<file path="src/hdl/yrd_pkg.sv">
package yrd_pkg;

   localparam int STREAM_SLOTS = 8;
   localparam int SLOT_W = 3;
   localparam int HDR_LEN = 12;

   localparam logic [1:0] REQ_BYTE = 2'd0;
   localparam logic [1:0] REQ_OPEN = 2'd1;
   localparam logic [1:0] REQ_CREDIT = 2'd2;
   localparam logic [1:0] REQ_UNKNOWN = 2'd3;

   localparam logic [1:0] T_DATA = 2'd0;
   localparam logic [1:0] T_WINDOW = 2'd1;
   localparam logic [1:0] T_PING = 2'd2;
   localparam logic [1:0] T_GOAWAY = 2'd3;

   localparam logic [3:0] F_SYN = 4'd1;
   localparam logic [3:0] F_ACK = 4'd2;
   localparam logic [3:0] F_FIN = 4'd4;
   localparam logic [3:0] F_RST = 4'd8;

   localparam int M_ACKED = 0;
   localparam int M_RFIN = 1;
   localparam int M_RESET = 2;

   localparam logic [2:0] K_NONE = 3'd0;
   localparam logic [2:0] K_PAYLOAD = 3'd1;
   localparam logic [2:0] K_CTRL = 3'd2;
   localparam logic [2:0] K_OPENED = 3'd3;
   localparam logic [2:0] K_ERROR = 3'd4;

   localparam logic [2:0] E_NONE = 3'd0;
   localparam logic [2:0] E_PROTO = 3'd1;
   localparam logic [2:0] E_CLOSED = 3'd2;
   localparam logic [2:0] E_CAP = 3'd3;
   localparam logic [2:0] E_STATE = 3'd4;

   localparam logic REG_INITIAL_WINDOW = 1'b0;
   localparam logic REG_DISCARD_LIMIT = 1'b1;

   localparam logic [31:0] RESET_WINDOW = 32'd262144;
   localparam logic [31:0] RESET_DISCARD = 32'd262144;

   typedef struct packed {
      logic load;
      logic look;
      logic exec;
   } cmd_type;

   typedef struct packed {
      logic out_free;
   } status_type;

endpackage

</file>
<file path="src/hdl/yrd_ctrl.sv">
module yrd_ctrl
   import yrd_pkg::*;
(
   input  logic       clock,
   input  logic       reset,
   input  logic       req_valid,
   output logic       req_stall,
   input  status_type status,
   output cmd_type    cmd
);

   localparam logic [1:0] S_IDLE = 2'd0;
   localparam logic [1:0] S_LOOK = 2'd1;
   localparam logic [1:0] S_EXEC = 2'd2;

   logic [1:0] state_ff;
   logic [1:0] state_in;
   logic accept;

   assign req_stall = !((state_ff == S_IDLE) || ((state_ff == S_EXEC) && status.out_free));
   assign accept = req_valid && !req_stall;

   assign cmd.load = accept;
   assign cmd.look = (state_ff == S_LOOK);
   assign cmd.exec = (state_ff == S_EXEC) && status.out_free;

   always_comb begin
      state_in = state_ff;
      unique case (state_ff)
         S_IDLE: begin
            if (accept) state_in = S_LOOK;
         end
         S_LOOK: begin
            state_in = S_EXEC;
         end
         S_EXEC: begin
            if (status.out_free) state_in = accept ? S_LOOK : S_IDLE;
         end
         default: begin
            state_in = S_IDLE;
         end
      endcase
   end

   always_ff @(posedge clock) begin
      if (reset) begin
         state_ff <= S_IDLE;
      end else begin
         state_ff <= state_in;
      end
   end

endmodule

</file>
<file path="src/hdl/yrd_datapath.sv">
module yrd_datapath
   import yrd_pkg::*;
(
   input  logic        clock,
   input  logic        reset,
   input  cmd_type     cmd,
   output status_type  status,
   input  logic [1:0]  req_type,
   input  logic [7:0]  req_data_byte,
   input  logic [2:0]  req_credit_slot,
   input  logic [31:0] req_credit_amount,
   output logic        rsp_valid,
   input  logic        rsp_stall,
   output logic [2:0]  rsp_out_kind,
   output logic [7:0]  rsp_payload_byte,
   output logic [2:0]  rsp_stream_slot,
   output logic [31:0] rsp_stream_id,
   output logic [1:0]  rsp_ctrl_type,
   output logic [3:0]  rsp_ctrl_flags,
   output logic [31:0] rsp_ctrl_value,
   output logic [2:0]  rsp_error_code,
   input  logic        cfg_write,
   input  logic        cfg_sel,
   input  logic [31:0] cfg_wdata,
   output logic [31:0] cfg_rdata
);

   logic [31:0] iw_ff, dl_ff;
   logic [1:0] typ_ff;
   logic [7:0] byte_ff;
   logic [SLOT_W-1:0] cslot_ff;
   logic [31:0] camt_ff;

   logic [7:0] hdr_ff [HDR_LEN];
   logic [3:0] hcnt_ff, hcnt_in;
   logic fa_ff, fa_in;
   logic [31:0] left_ff, left_in;
   logic [31:0] fstream_ff, fstream_in;
   logic [3:0] fflags_ff, fflags_in;
   logic drop_ff, drop_in;
   logic [31:0] dt_ff, dt_in;
   logic [31:0] nlid_ff, nlid_in;
   logic [31:0] phid_ff, phid_in;
   logic gone_ff, gone_in;
   logic [2:0] sticky_ff, sticky_in;

   logic [31:0] ids_ff [STREAM_SLOTS];
   logic [2:0] marks_ff [STREAM_SLOTS];
   logic [31:0] rc_ff [STREAM_SLOTS];
   logic [31:0] sc_ff [STREAM_SLOTS];

   logic hit_ff, free_ok_ff;
   logic [SLOT_W-1:0] hidx_ff, fidx_ff;
   logic hit_c, free_c;
   logic [SLOT_W-1:0] hidx_c, fidx_c;
   logic [31:0] look_id;

   logic ov_ff;
   logic [2:0] kind_ff, kind_in;
   logic [7:0] pb_ff, pb_in;
   logic [2:0] slot_ff, slot_in;
   logic [31:0] sid_ff, sid_in;
   logic [1:0] ct_ff, ct_in;
   logic [3:0] cf_ff, cf_in;
   logic [31:0] cv_ff, cv_in;
   logic [2:0] ec_ff, ec_in;

   logic hdr_we;
   logic [3:0] hc;
   logic [SLOT_W-1:0] widx;
   logic we_ids, we_marks, we_rc, we_sc;
   logic [31:0] w_ids, w_rc, w_sc;
   logic [2:0] w_marks;

   logic [7:0] h_type;
   logic [15:0] h_flags;
   logic [3:0] f;
   logic [31:0] h_id, h_value;
   logic [2:0] mk, mk_new;
   logic [31:0] rc, sc, droom;
   logic live, discard, bad;
   logic [31:0] left_dec;

   assign status.out_free = !ov_ff || !rsp_stall;
   assign cfg_rdata = (cfg_sel == REG_INITIAL_WINDOW) ? iw_ff : dl_ff;

   assign look_id = fa_ff ? fstream_ff : {hdr_ff[4], hdr_ff[5], hdr_ff[6], hdr_ff[7]};

   always_comb begin
      hit_c = 1'b0;
      hidx_c = '0;
      free_c = 1'b0;
      fidx_c = '0;
      for (int i = STREAM_SLOTS - 1; i >= 0; i--) begin
         if (look_id != 32'd0 && ids_ff[i] == look_id) begin
            hit_c = 1'b1;
            hidx_c = SLOT_W'(i);
         end
         if (ids_ff[i] == 32'd0) begin
            free_c = 1'b1;
            fidx_c = SLOT_W'(i);
         end
      end
   end

   assign hc = (hcnt_ff >= 4'(HDR_LEN)) ? 4'd0 : hcnt_ff;
   assign h_type = hdr_ff[1];
   assign h_flags = {hdr_ff[2], hdr_ff[3]};
   assign f = h_flags[3:0];
   assign h_id = {hdr_ff[4], hdr_ff[5], hdr_ff[6], hdr_ff[7]};
   assign h_value = {hdr_ff[8], hdr_ff[9], hdr_ff[10], byte_ff};
   assign mk = marks_ff[hidx_ff];
   assign rc = rc_ff[hidx_ff];
   assign sc = sc_ff[hidx_ff];
   assign droom = (dt_ff > dl_ff) ? 32'd0 : dl_ff - dt_ff;
   assign left_dec = left_ff - 32'd1;

   always_comb begin
      hcnt_in = hcnt_ff;
      fa_in = fa_ff;
      left_in = left_ff;
      fstream_in = fstream_ff;
      fflags_in = fflags_ff;
      drop_in = drop_ff;
      dt_in = dt_ff;
      nlid_in = nlid_ff;
      phid_in = phid_ff;
      gone_in = gone_ff;
      sticky_in = sticky_ff;
      hdr_we = 1'b0;
      widx = hidx_ff;
      we_ids = 1'b0;
      we_marks = 1'b0;
      we_rc = 1'b0;
      we_sc = 1'b0;
      w_ids = nlid_ff;
      w_marks = mk;
      w_rc = rc;
      w_sc = sc;
      kind_in = K_NONE;
      pb_in = '0;
      slot_in = '0;
      sid_in = '0;
      ct_in = '0;
      cf_in = '0;
      cv_in = '0;
      ec_in = E_NONE;
      live = hit_ff && !mk[M_RESET];
      mk_new = mk;
      discard = 1'b0;
      bad = 1'b0;

      if (typ_ff == REQ_UNKNOWN) begin
         kind_in = K_NONE;
      end else if (sticky_ff != E_NONE) begin
         kind_in = K_ERROR;
         ec_in = sticky_ff;
      end else if (typ_ff == REQ_BYTE) begin
         if (!fa_ff) begin
            hdr_we = 1'b1;
            hcnt_in = hc + 4'd1;
            if (hc == 4'(HDR_LEN - 1)) begin
               if (hdr_ff[0] != 8'd0 || h_type > 8'd3 || h_flags[15:4] != 12'd0) begin
                  bad = 1'b1;
               end else if (h_type[1:0] == T_PING) begin
                  if (h_id != 32'd0 || f != F_SYN) begin
                     bad = 1'b1;
                  end else begin
                     hcnt_in = 4'd0;
                     kind_in = K_CTRL;
                     ct_in = T_PING;
                     cf_in = F_ACK;
                     cv_in = h_value;
                  end
               end else if (h_type[1:0] == T_GOAWAY) begin
                  if (h_id != 32'd0 || f != 4'd0 || h_value > 32'd2) begin
                     bad = 1'b1;
                  end else if (h_value != 32'd0) begin
                     kind_in = K_ERROR;
                     ec_in = E_CLOSED;
                     sticky_in = E_CLOSED;
                  end else begin
                     gone_in = 1'b1;
                     hcnt_in = 4'd0;
                  end
               end else begin
                  if (h_id == 32'd0 || (f & (F_SYN | F_ACK)) == (F_SYN | F_ACK) ||
                      (f & (F_FIN | F_RST)) == (F_FIN | F_RST)) begin
                     bad = 1'b1;
                  end
                  if ((f & F_SYN) != 4'd0) begin
                     if (h_id[0] || h_id <= phid_ff || (f & F_RST) != 4'd0) bad = 1'b1;
                  end else if (h_id[0] ? (nlid_ff != 32'd0 && h_id >= nlid_ff)
                                       : (h_id > phid_ff)) begin
                     bad = 1'b1;
                  end
                  if (live) begin
                     if ((f & F_ACK) != 4'd0 && mk[M_ACKED]) bad = 1'b1;
                     if (!mk[M_ACKED] && (f & (F_ACK | F_RST)) == 4'd0) bad = 1'b1;
                     if (mk[M_RFIN] && (f & F_RST) == 4'd0 &&
                         (h_type[1:0] == T_DATA || (f & F_FIN) != 4'd0)) bad = 1'b1;
                     if (h_type[1:0] == T_DATA && h_value > rc) bad = 1'b1;
                     if (h_type[1:0] == T_WINDOW && h_value > ~sc) bad = 1'b1;
                     if ((f & F_ACK) != 4'd0) mk_new[M_ACKED] = 1'b1;
                     if ((f & F_RST) != 4'd0) mk_new[M_RESET] = 1'b1;
                  end
                  discard = !hit_ff || mk_new[M_RESET];
                  if (h_type[1:0] == T_DATA && discard &&
                      (h_value > iw_ff || h_value > droom)) bad = 1'b1;
                  if (!bad) begin
                     if (live) begin
                        we_marks = 1'b1;
                        we_rc = (h_type[1:0] == T_DATA);
                        we_sc = (h_type[1:0] != T_DATA);
                        w_rc = rc - h_value;
                        w_sc = sc + h_value;
                     end
                     if ((f & F_SYN) != 4'd0) phid_in = h_id;
                     fstream_in = h_id;
                     fflags_in = f;
                     drop_in = discard;
                     left_in = (h_type[1:0] == T_DATA) ? h_value : 32'd0;
                     fa_in = 1'b1;
                     hcnt_in = 4'd0;
                     if (h_type[1:0] != T_DATA || h_value == 32'd0) begin
                        if (hit_ff && !mk_new[M_RESET] && (f & F_FIN) != 4'd0) begin
                           mk_new[M_RFIN] = 1'b1;
                           we_marks = 1'b1;
                        end
                        fa_in = 1'b0;
                     end
                     w_marks = mk_new;
                     if ((f & F_SYN) != 4'd0) begin
                        kind_in = K_CTRL;
                        sid_in = h_id;
                        ct_in = T_WINDOW;
                        cf_in = F_RST;
                     end
                  end
               end
               if (bad) begin
                  we_marks = 1'b0;
                  we_rc = 1'b0;
                  we_sc = 1'b0;
                  kind_in = K_ERROR;
                  ec_in = E_PROTO;
                  sticky_in = E_PROTO;
               end
            end
         end else begin
            if (drop_ff && droom == 32'd0) begin
               bad = 1'b1;
               kind_in = K_ERROR;
               ec_in = E_PROTO;
               sticky_in = E_PROTO;
            end else if (!drop_ff && !hit_ff) begin
               bad = 1'b1;
               kind_in = K_ERROR;
               ec_in = E_STATE;
               sticky_in = E_STATE;
            end else begin
               if (drop_ff) begin
                  dt_in = dt_ff + 32'd1;
               end else begin
                  kind_in = K_PAYLOAD;
                  pb_in = byte_ff;
                  slot_in = 3'(hidx_ff);
                  sid_in = fstream_ff;
               end
               left_in = left_dec;
               if (left_dec == 32'd0) begin
                  if (hit_ff && !mk[M_RESET] && (fflags_ff & F_FIN) != 4'd0) begin
                     mk_new[M_RFIN] = 1'b1;
                     we_marks = 1'b1;
                     w_marks = mk_new;
                  end
                  fa_in = 1'b0;
                  hcnt_in = 4'd0;
               end
            end
         end
      end else if (typ_ff == REQ_OPEN) begin
         widx = fidx_ff;
         if (gone_ff) begin
            kind_in = K_ERROR;
            ec_in = E_CLOSED;
         end else if (nlid_ff == 32'd0 || !free_ok_ff) begin
            kind_in = K_ERROR;
            ec_in = E_CAP;
         end else begin
            we_ids = 1'b1;
            we_marks = 1'b1;
            we_rc = 1'b1;
            we_sc = 1'b1;
            w_ids = nlid_ff;
            w_marks = 3'd0;
            w_rc = iw_ff;
            w_sc = iw_ff;
            nlid_in = (nlid_ff == 32'hFFFF_FFFF) ? 32'd0 : nlid_ff + 32'd2;
            kind_in = K_OPENED;
            slot_in = 3'(fidx_ff);
            sid_in = nlid_ff;
            ct_in = T_WINDOW;
            cf_in = F_SYN;
         end
      end else begin
         widx = cslot_ff;
         if (ids_ff[cslot_ff] == 32'd0 || marks_ff[cslot_ff][M_RESET] ||
             marks_ff[cslot_ff][M_RFIN] || camt_ff == 32'd0) begin
            kind_in = K_NONE;
         end else if (rc_ff[cslot_ff] > iw_ff || camt_ff > iw_ff - rc_ff[cslot_ff]) begin
            kind_in = K_ERROR;
            ec_in = E_PROTO;
            sticky_in = E_PROTO;
         end else begin
            we_rc = 1'b1;
            w_rc = rc_ff[cslot_ff] + camt_ff;
            kind_in = K_CTRL;
            sid_in = ids_ff[cslot_ff];
            ct_in = T_WINDOW;
            cv_in = camt_ff;
         end
      end
   end

   always_ff @(posedge clock) begin
      if (cmd.load) begin
         typ_ff <= req_type;
         byte_ff <= req_data_byte;
         cslot_ff <= req_credit_slot;
         camt_ff <= req_credit_amount;
      end
      if (cmd.look) begin
         hit_ff <= hit_c;
         hidx_ff <= hidx_c;
         free_ok_ff <= free_c;
         fidx_ff <= fidx_c;
      end
      if (cmd.exec) begin
         if (hdr_we) hdr_ff[hc] <= byte_ff;
         if (we_rc) rc_ff[widx] <= w_rc;
         if (we_sc) sc_ff[widx] <= w_sc;
         kind_ff <= kind_in;
         pb_ff <= pb_in;
         slot_ff <= slot_in;
         sid_ff <= sid_in;
         ct_ff <= ct_in;
         cf_ff <= cf_in;
         cv_ff <= cv_in;
         ec_ff <= ec_in;
      end
   end

   always_ff @(posedge clock) begin
      if (reset) begin
         iw_ff <= RESET_WINDOW;
         dl_ff <= RESET_DISCARD;
         hcnt_ff <= '0;
         fa_ff <= 1'b0;
         left_ff <= '0;
         fstream_ff <= '0;
         fflags_ff <= '0;
         drop_ff <= 1'b0;
         dt_ff <= '0;
         nlid_ff <= 32'd1;
         phid_ff <= '0;
         gone_ff <= 1'b0;
         sticky_ff <= E_NONE;
         ov_ff <= 1'b0;
         for (int i = 0; i < STREAM_SLOTS; i++) begin
            ids_ff[i] <= '0;
            marks_ff[i] <= '0;
         end
      end else begin
         if (cfg_write) begin
            if (cfg_sel == REG_INITIAL_WINDOW) iw_ff <= cfg_wdata;
            else dl_ff <= cfg_wdata;
         end
         if (cmd.exec) begin
            hcnt_ff <= hcnt_in;
            fa_ff <= fa_in;
            left_ff <= left_in;
            fstream_ff <= fstream_in;
            fflags_ff <= fflags_in;
            drop_ff <= drop_in;
            dt_ff <= dt_in;
            nlid_ff <= nlid_in;
            phid_ff <= phid_in;
            gone_ff <= gone_in;
            sticky_ff <= sticky_in;
            if (we_ids) ids_ff[widx] <= w_ids;
            if (we_marks) marks_ff[widx] <= w_marks;
            ov_ff <= 1'b1;
         end else if (!rsp_stall) begin
            ov_ff <= 1'b0;
         end
      end
   end

   assign rsp_valid = ov_ff;
   assign rsp_out_kind = kind_ff;
   assign rsp_payload_byte = pb_ff;
   assign rsp_stream_slot = slot_ff;
   assign rsp_stream_id = sid_ff;
   assign rsp_ctrl_type = ct_ff;
   assign rsp_ctrl_flags = cf_ff;
   assign rsp_ctrl_value = cv_ff;
   assign rsp_error_code = ec_ff;

endmodule

</file>
<file path="src/hdl/yamux_receive_deframer_top.sv">
// Channel  | Handshake           | Words
// req      | req_valid/req_stall | req_type, req_data_byte, req_credit_slot, req_credit_amount
// rsp      | rsp_valid/rsp_stall | rsp_out_kind ... rsp_error_code
// csr      | psel/penable/pready | paddr, pwdata, prdata (two 32-bit registers)
// Each word passes through a stream table lookup state (parallel id compare over
// the slots) and then an execute state that updates state and loads the result register.
// A new word is taken when idle, or in the execute state when the result register is free.
// A stalled result holds the execute cycle; reset is synchronous and needs no clearing pass.
module yamux_receive_deframer_top
   import yrd_pkg::*;
(
   input  logic        clock,
   input  logic        reset,
   input  logic        req_valid,
   output logic        req_stall,
   input  logic [1:0]  req_type,
   input  logic [7:0]  req_data_byte,
   input  logic [2:0]  req_credit_slot,
   input  logic [31:0] req_credit_amount,
   output logic        rsp_valid,
   input  logic        rsp_stall,
   output logic [2:0]  rsp_out_kind,
   output logic [7:0]  rsp_payload_byte,
   output logic [2:0]  rsp_stream_slot,
   output logic [31:0] rsp_stream_id,
   output logic [1:0]  rsp_ctrl_type,
   output logic [3:0]  rsp_ctrl_flags,
   output logic [31:0] rsp_ctrl_value,
   output logic [2:0]  rsp_error_code,
   input  logic        psel,
   input  logic        penable,
   input  logic        pwrite,
   input  logic [2:0]  paddr,
   input  logic [31:0] pwdata,
   output logic [31:0] prdata,
   output logic        pready
);

   cmd_type cmd;
   status_type status;
   logic cfg_write;

   assign pready = 1'b1;
   assign cfg_write = psel && penable && pwrite;

   yrd_ctrl u_ctrl (
      .clock(clock),
      .reset(reset),
      .req_valid(req_valid),
      .req_stall(req_stall),
      .status(status),
      .cmd(cmd)
   );

   yrd_datapath u_dp (
      .clock(clock),
      .reset(reset),
      .cmd(cmd),
      .status(status),
      .req_type(req_type),
      .req_data_byte(req_data_byte),
      .req_credit_slot(req_credit_slot),
      .req_credit_amount(req_credit_amount),
      .rsp_valid(rsp_valid),
      .rsp_stall(rsp_stall),
      .rsp_out_kind(rsp_out_kind),
      .rsp_payload_byte(rsp_payload_byte),
      .rsp_stream_slot(rsp_stream_slot),
      .rsp_stream_id(rsp_stream_id),
      .rsp_ctrl_type(rsp_ctrl_type),
      .rsp_ctrl_flags(rsp_ctrl_flags),
      .rsp_ctrl_value(rsp_ctrl_value),
      .rsp_error_code(rsp_error_code),
      .cfg_write(cfg_write),
      .cfg_sel(paddr[2]),
      .cfg_wdata(pwdata),
      .cfg_rdata(prdata)
   );

endmodule

</file>
<file path="config.mk">
export PLATFORM = sky130hd
export DESIGN_NAME = yamux_receive_deframer_top
export DESIGN_NICKNAME = d
export VERILOG_FILES = /design/src/hdl/yrd_pkg.sv /design/src/hdl/yrd_ctrl.sv /design/src/hdl/yrd_datapath.sv /design/src/hdl/yamux_receive_deframer_top.sv
export SDC_FILE = /design/constraint.sdc
export NUM_CORES = 2
export LEC_CHECK = 0
export BUFFER_PORTS_ARGS = -buffer_cell sky130_fd_sc_hd__buf_2
export CAP_MARGIN = 20
export CORE_MARGIN = 3
export CORE_UTILIZATION = 50
export DETAILED_ROUTE_END_ITERATION = 6
export PLACE_DENSITY_LB_ADDON = 0.15
export SETUP_SLACK_MARGIN = 0.2
export SYNTH_ARGS = -nofsm -noshare
export SYNTH_HDL_FRONTEND = slang
export SYNTH_SLANG_ARGS = --single-unit
</file>
<file path="constraint.sdc">
create_clock -name clock -period 25.2 [get_ports clock]
set_input_delay 1.26 -clock clock [delete_from_list [all_inputs] [get_ports clock]]
set_output_delay 1.26 -clock clock [all_outputs]
set_load 0.01 [all_outputs]
</file>
# Yosys cells after proc, flatten, opt, wreduce, memory -nomap -nowiden
# Memories as Yosys holds them, arrays and structs flattened. A register that Yosys moved wholly into a read port is not among the register bits.
# Cells that the tools add are included.
# op_classes
order_cmp	13
add_sub_neg	9
bitwise_logic	16
n_eq_ne	39
mux	341
n_reduce_logical	109
# op_table
cell	n
32-bit two-way mux	67
32-bit zero test	15
32-bit == test	8
32-bit greater-than comparator	8
3-bit two-way mux	84
1-bit two-way mux	140
32-bit nonzero test	4
32-bit subtractor	3
4-bit two-way mux	23
32-bit adder	2
2-bit two-way mux	26
11-bit AND reduction	3
32-bit by 1-bit adder with 32-bit output (second input constant)	1
32-bit by 2-bit adder with 32-bit output (second input constant)	1
32-bit == test (second input constant)	1
32-bit greater-or-equal comparator	1
32-bit by 2-bit greater-than comparator with 1-bit output (second input constant)	1
32-bit less-or-equal comparator	1
32-bit NOT	1
32-bit OR reduction	1
32-bit by 1-bit subtractor with 32-bit output (second input constant)	1
1-bit logical AND	27
7-bit OR reduction	3
1-bit logical OR	20
other kinds (31)	85
# totals
ramBits	888
register_bits	380
n_memories	5
output_inout_bits	122
elab_cells	568
# memory_table
memory	depth	word_bits	rd	rd_clocked_by_memory_dff	wr	line_no	text
u_dp.ids_ff	8	32	9	1	8	yrd_datapath.sv:47	logic [31:0] ids_ff [STREAM_SLOTS];
u_dp.rc_ff	8	32	2	1	1	yrd_datapath.sv:49	logic [31:0] rc_ff [STREAM_SLOTS];
u_dp.sc_ff	8	32	1	0	1	yrd_datapath.sv:50	logic [31:0] sc_ff [STREAM_SLOTS];
u_dp.hdr_ff	12	8	11	0	1	yrd_datapath.sv:34	logic [7:0] hdr_ff [HDR_LEN];
u_dp.marks_ff	8	3	2	1	8	yrd_datapath.sv:48	logic [2:0] marks_ff [STREAM_SLOTS];

# Longest topological paths before layout
# An unclocked memory read counts as a cell.
# logic_depth
depth_word	44
depth_mapped	35
mapped_depth_nobuf	29

# Cells and area by module
# Synthesis repeated with hierarchy kept, for this count alone.
# unflattened
hier_cells	6260
area_unflattened_um2	71464.8
# by_module_without_submodules
module	area_per_inst_um2	instances	seq_area_each_um2	cells_per_inst
yrd_datapath	71322.2	1	35353.9	6243
yrd_ctrl	125.1	1	40.0	14
yamux_receive_deframer_top	17.5	1	0.0	3

# Worst setup path before layout
# Ideal clock, no wire load.
# synth_timing
path_type	register to register
startpoint	register with a tool-made name
endpoint	memory u_dp.rc_ff[2][0] (enable)
path_buffers	4
setup_time_ns	0.421
path_stages_with_launch	31
t_arrival_ns	9.046
slack_ns	15.733
required_time_ns	24.779
cell_sequence	dfxtp_1 -> buf_2 -> buf_4 -> buf_1 -> buf_1 -> mux4_2 -> mux2i_1 -> ha_1 -> a21oi_1 -> o21bai_1 -> a2111oi_0 -> a211oi_1 -> o311ai_0 -> a21oi_1 -> and4_1 -> a21oi_1 -> nand2_1 -> a31o_2 -> a21oi_1 -> xor2_1 -> ha_1 -> nand4_1 -> or2_2 -> nor3_1 -> and4_1 -> a21oi_1 -> a2111oi_1 -> o21ai_1 -> nor2_1 -> o21ai_1 -> nor2_1
# synth_rtl
item	line_no
to (decl)	yrd_datapath.sv:49

==> reports/qor.yml <==
run_status:
  status: "finished, violations left"
  violations: "design-rule violations"
global_routing:
  grt.total_usage_pct: 35.25
  overflow: 0
  grt_pass1_wl_um: 379600
  grt_max_degree: 129
  grt_pass1_vias: 53326
  grt_antenna_before_repair: 8
worst_setup_path:
  path_class: "register to register"
  start_kind: "register"
  critPathMaxFanout: 71
  crit_top_cell: "a21oi_1"
  cp.arrival_ps: 11270
  required_ps: 25580
  cp_slowest_stage_delay_ps: 1160
  worstSetupEndpointType: "register"
  crit_slowest_cell: "a221oi_1"
clock_tree:
  path_clk_slew_ps: 70
  clkLatencyLatePin_ps: 800
  cts_buffer_depth: 3
  cts_tree: "yes"
  post_cts_buffers: 0
  post_cts_resize_count: 0
  postCtsHoldBufs: 0
  numCtsBuffers: 140
  cts_sinks: 1259
  cts-htree-levels: 4
  clockRootBuffer: "clkbuf_16"
placed_design:
  gp_congestion: 1.021
  io_buffer_count: 204
  dp_hpwl_um: 191800
  placed_cells: 8251
yosys:
  synth_nets: 6750
  yosysWarningCount: 0
  synth_cells: 6322
  yosys.area.top_type_share_pct: 42.42
  yosysMostFrequentCell: "edfxtp_1"
  ys_dominant_reg_cell: "edfxtp_1"
  synth_area_leaders: "edfxtp_1, mux4_2, dfxtp_1"
  synth_seq_cells: 1259
  synthDistinctLibCells: 97
  seq_area_frac_synth_pct: 49.12
  postSynthAreaPerCell_um2: 11.40
  synthArstFlopShare_pct: 0
  synth_area_um2: 72060
  synth_enable_flop_cells: 1018
  synth_largest_area_cell: "edfxtp_1"
  ys_top_cells_by_count: "edfxtp_1, nor2_1, nand2_1"
floorplan:
  fp.dieW_um: 385.6
  rows: 138
  dieArea_um2: 148700
  initial_core_util_pct: 50.65
  core-area_um2: 142300
  die_h_um: 385.6
  io_pins: 209
sta:
  finalCriticalPeriod_ps: 10890
  tightest_slew_ps: 1403
  fin_hold_ws_ps: 492.5
  fmax_mhz: 91.83
  timing.final.hold_violations: 0
  slew_viol_final: 0
  finalCritPeriodShare_pct: 43.21
  rsz0062_at_grt: "no"
  slew_headroom_pct: 6.494
  setup_tns_ps: 0
  clock_skew_ps: 43.63
  setup_violations: 0
run:
  maxCapViolCount: 0
power:
  p_leak_nw: 28.28
  power.density_nw_per_um2: 63.14
  irDropWorstVdd_mv: 0.06700
min_path:
  min_path_type: "register to register"
cells_and_area:
  multi_input_comb_area_um2: 34480
  layout-drive-gt1-share_pct: 15.79
  nNetsFinal: 6936
  instances_no_fill: 8524
  seqCellArea_um2: 35410
  final_core_utilization_pct: 56.57
  syn_to_final_growth_pct: 11.68
  fill_cells: 12117
route:
  routed_wl_um: 266500
  drt_iter0_drc: 7968
  detail-route-antenna-nets: 0
  wl_per_cell_um: 31.26
  drc: 24
  vias_per_cell: 6.688
  dr.pass1.iters: 7
  num_vias: 57007
-- cell families after synthesis --
group	Yosys count	share of synthesized area, %
AND/OR/NAND/NOR	1882	12.72
flip-flops	1259	49.12
AO/OA/AOI/OAI	1240	11.55
buffers and inverters	637	3.389
multiplexers	511	11.77
XOR/XNOR	450	5.469
adder cells (fa/ha/maj)	341	5.973
other	2	0.01042
-- per-stage QoR --
step	setup WS, ps	instance area, um2	power, mW
floorplan	15730	72060	2.778
global placement	14770	75660	2.993
detailed placement	14580	75700	3.000
CTS	14500	80420	5.084
global route	13890	80450	5.225
finish	14310	80480	5.082
-- flip-flops by register name, summed over array words and instances (netlist names), 88 cells and up, named ones only --
register / flops
u_dp.ids_ff: 256
u_dp.rc_ff: 256
u_dp.sc_ff: 256
u_dp.hdr_ff: 88
-- worst paths after layout --
check | startpoint | endpoint | slack (ps) | cells past startpoint
setup / recovery | register | u_dp.rc_ff[7][28] | 14310 | 27
hold / removal | u_dp.hcnt_ff[0] | u_dp.hcnt_ff[0] | 490 | 1
setup reg to reg | register | u_dp.rc_ff[7][28] | 14310 | 27
hold reg to reg | u_dp.hcnt_ff[0] | u_dp.hcnt_ff[0] | 490 | 1
-- critical path, delay by kind of cell (launching register included) --
family / cells / cell delay [ps]
AND/OR/NAND/NOR: 8 / 2220
flip-flops: 1 / 700
adder cells (fa/ha/maj): 2 / 670
XOR/XNOR: 1 / 100
buffers and inverters: 2 / 1390
AO/OA/AOI/OAI: 12 / 4490
multiplexers: 2 / 800
-- routing by layer --
| layer | GRT usage [%] | up-vias | share of wire (%) |
|---|---|---|---|
| li1 | - | 24607 | - |
| met4 | 16.36 | 4 | 5.4 |
| met5 | 0 | - | 0.011 |
| met3 | 7.145 | 627 | 10 |
| met1 | 49.18 | 28252 | 40 |
| met2 | 53.01 | 3517 | 44 |
-- report_power, final --
group / leakage (nW) / switching, mW / internal, mW
registers: 11.6 / 0.0484 / 2.29
clock network: 2.29 / 0.903 / 1.20
logic: 14.4 / 0.405 / 0.233
-- cell type report --
class                      instances  share of cell area [%]
inverter                         311                   1.451
clock buffer                     172                   4.619
clock inverter                    86                   1.245
timing repair buffer             370                   2.871
antenna                           10                 0.03109
tap                             1890                   2.938
multi-input combinational       4426                   42.85
sequential                      1259                   44.00
-- layout by cell type (no fill, tap or decap), types with 24 or more instances in the layout --
cell,count
xor2_1,57
buf_2,206
o21a_1,53
nand2_1,435
mux2i_1,184
edfxtp_1,1018
a211oi_1,49
inv_1,284
a21oi_1,337
or2_2,34
nand2b_1,40
nand3_1,84
mux2_2,62
nor2b_1,32
a31oi_1,36
nor3_1,351
o21ai_0,219
buf_4,157
nand4_1,110
clkbuf_1,24
dfxtp_1,237
a22oi_1,44
xnor2_1,393
and2_1,35
clkinv_2,24
a221oi_1,29
mux4_2,263
nor4_1,216
a22o_1,41
o21bai_1,30
nor2_1,420
a21o_1,90
a2111oi_0,32
o211ai_1,32
ha_1,335
clkbuf_16,142
o22ai_1,27
Note: power is estimated with default switching activity, not from simulation.
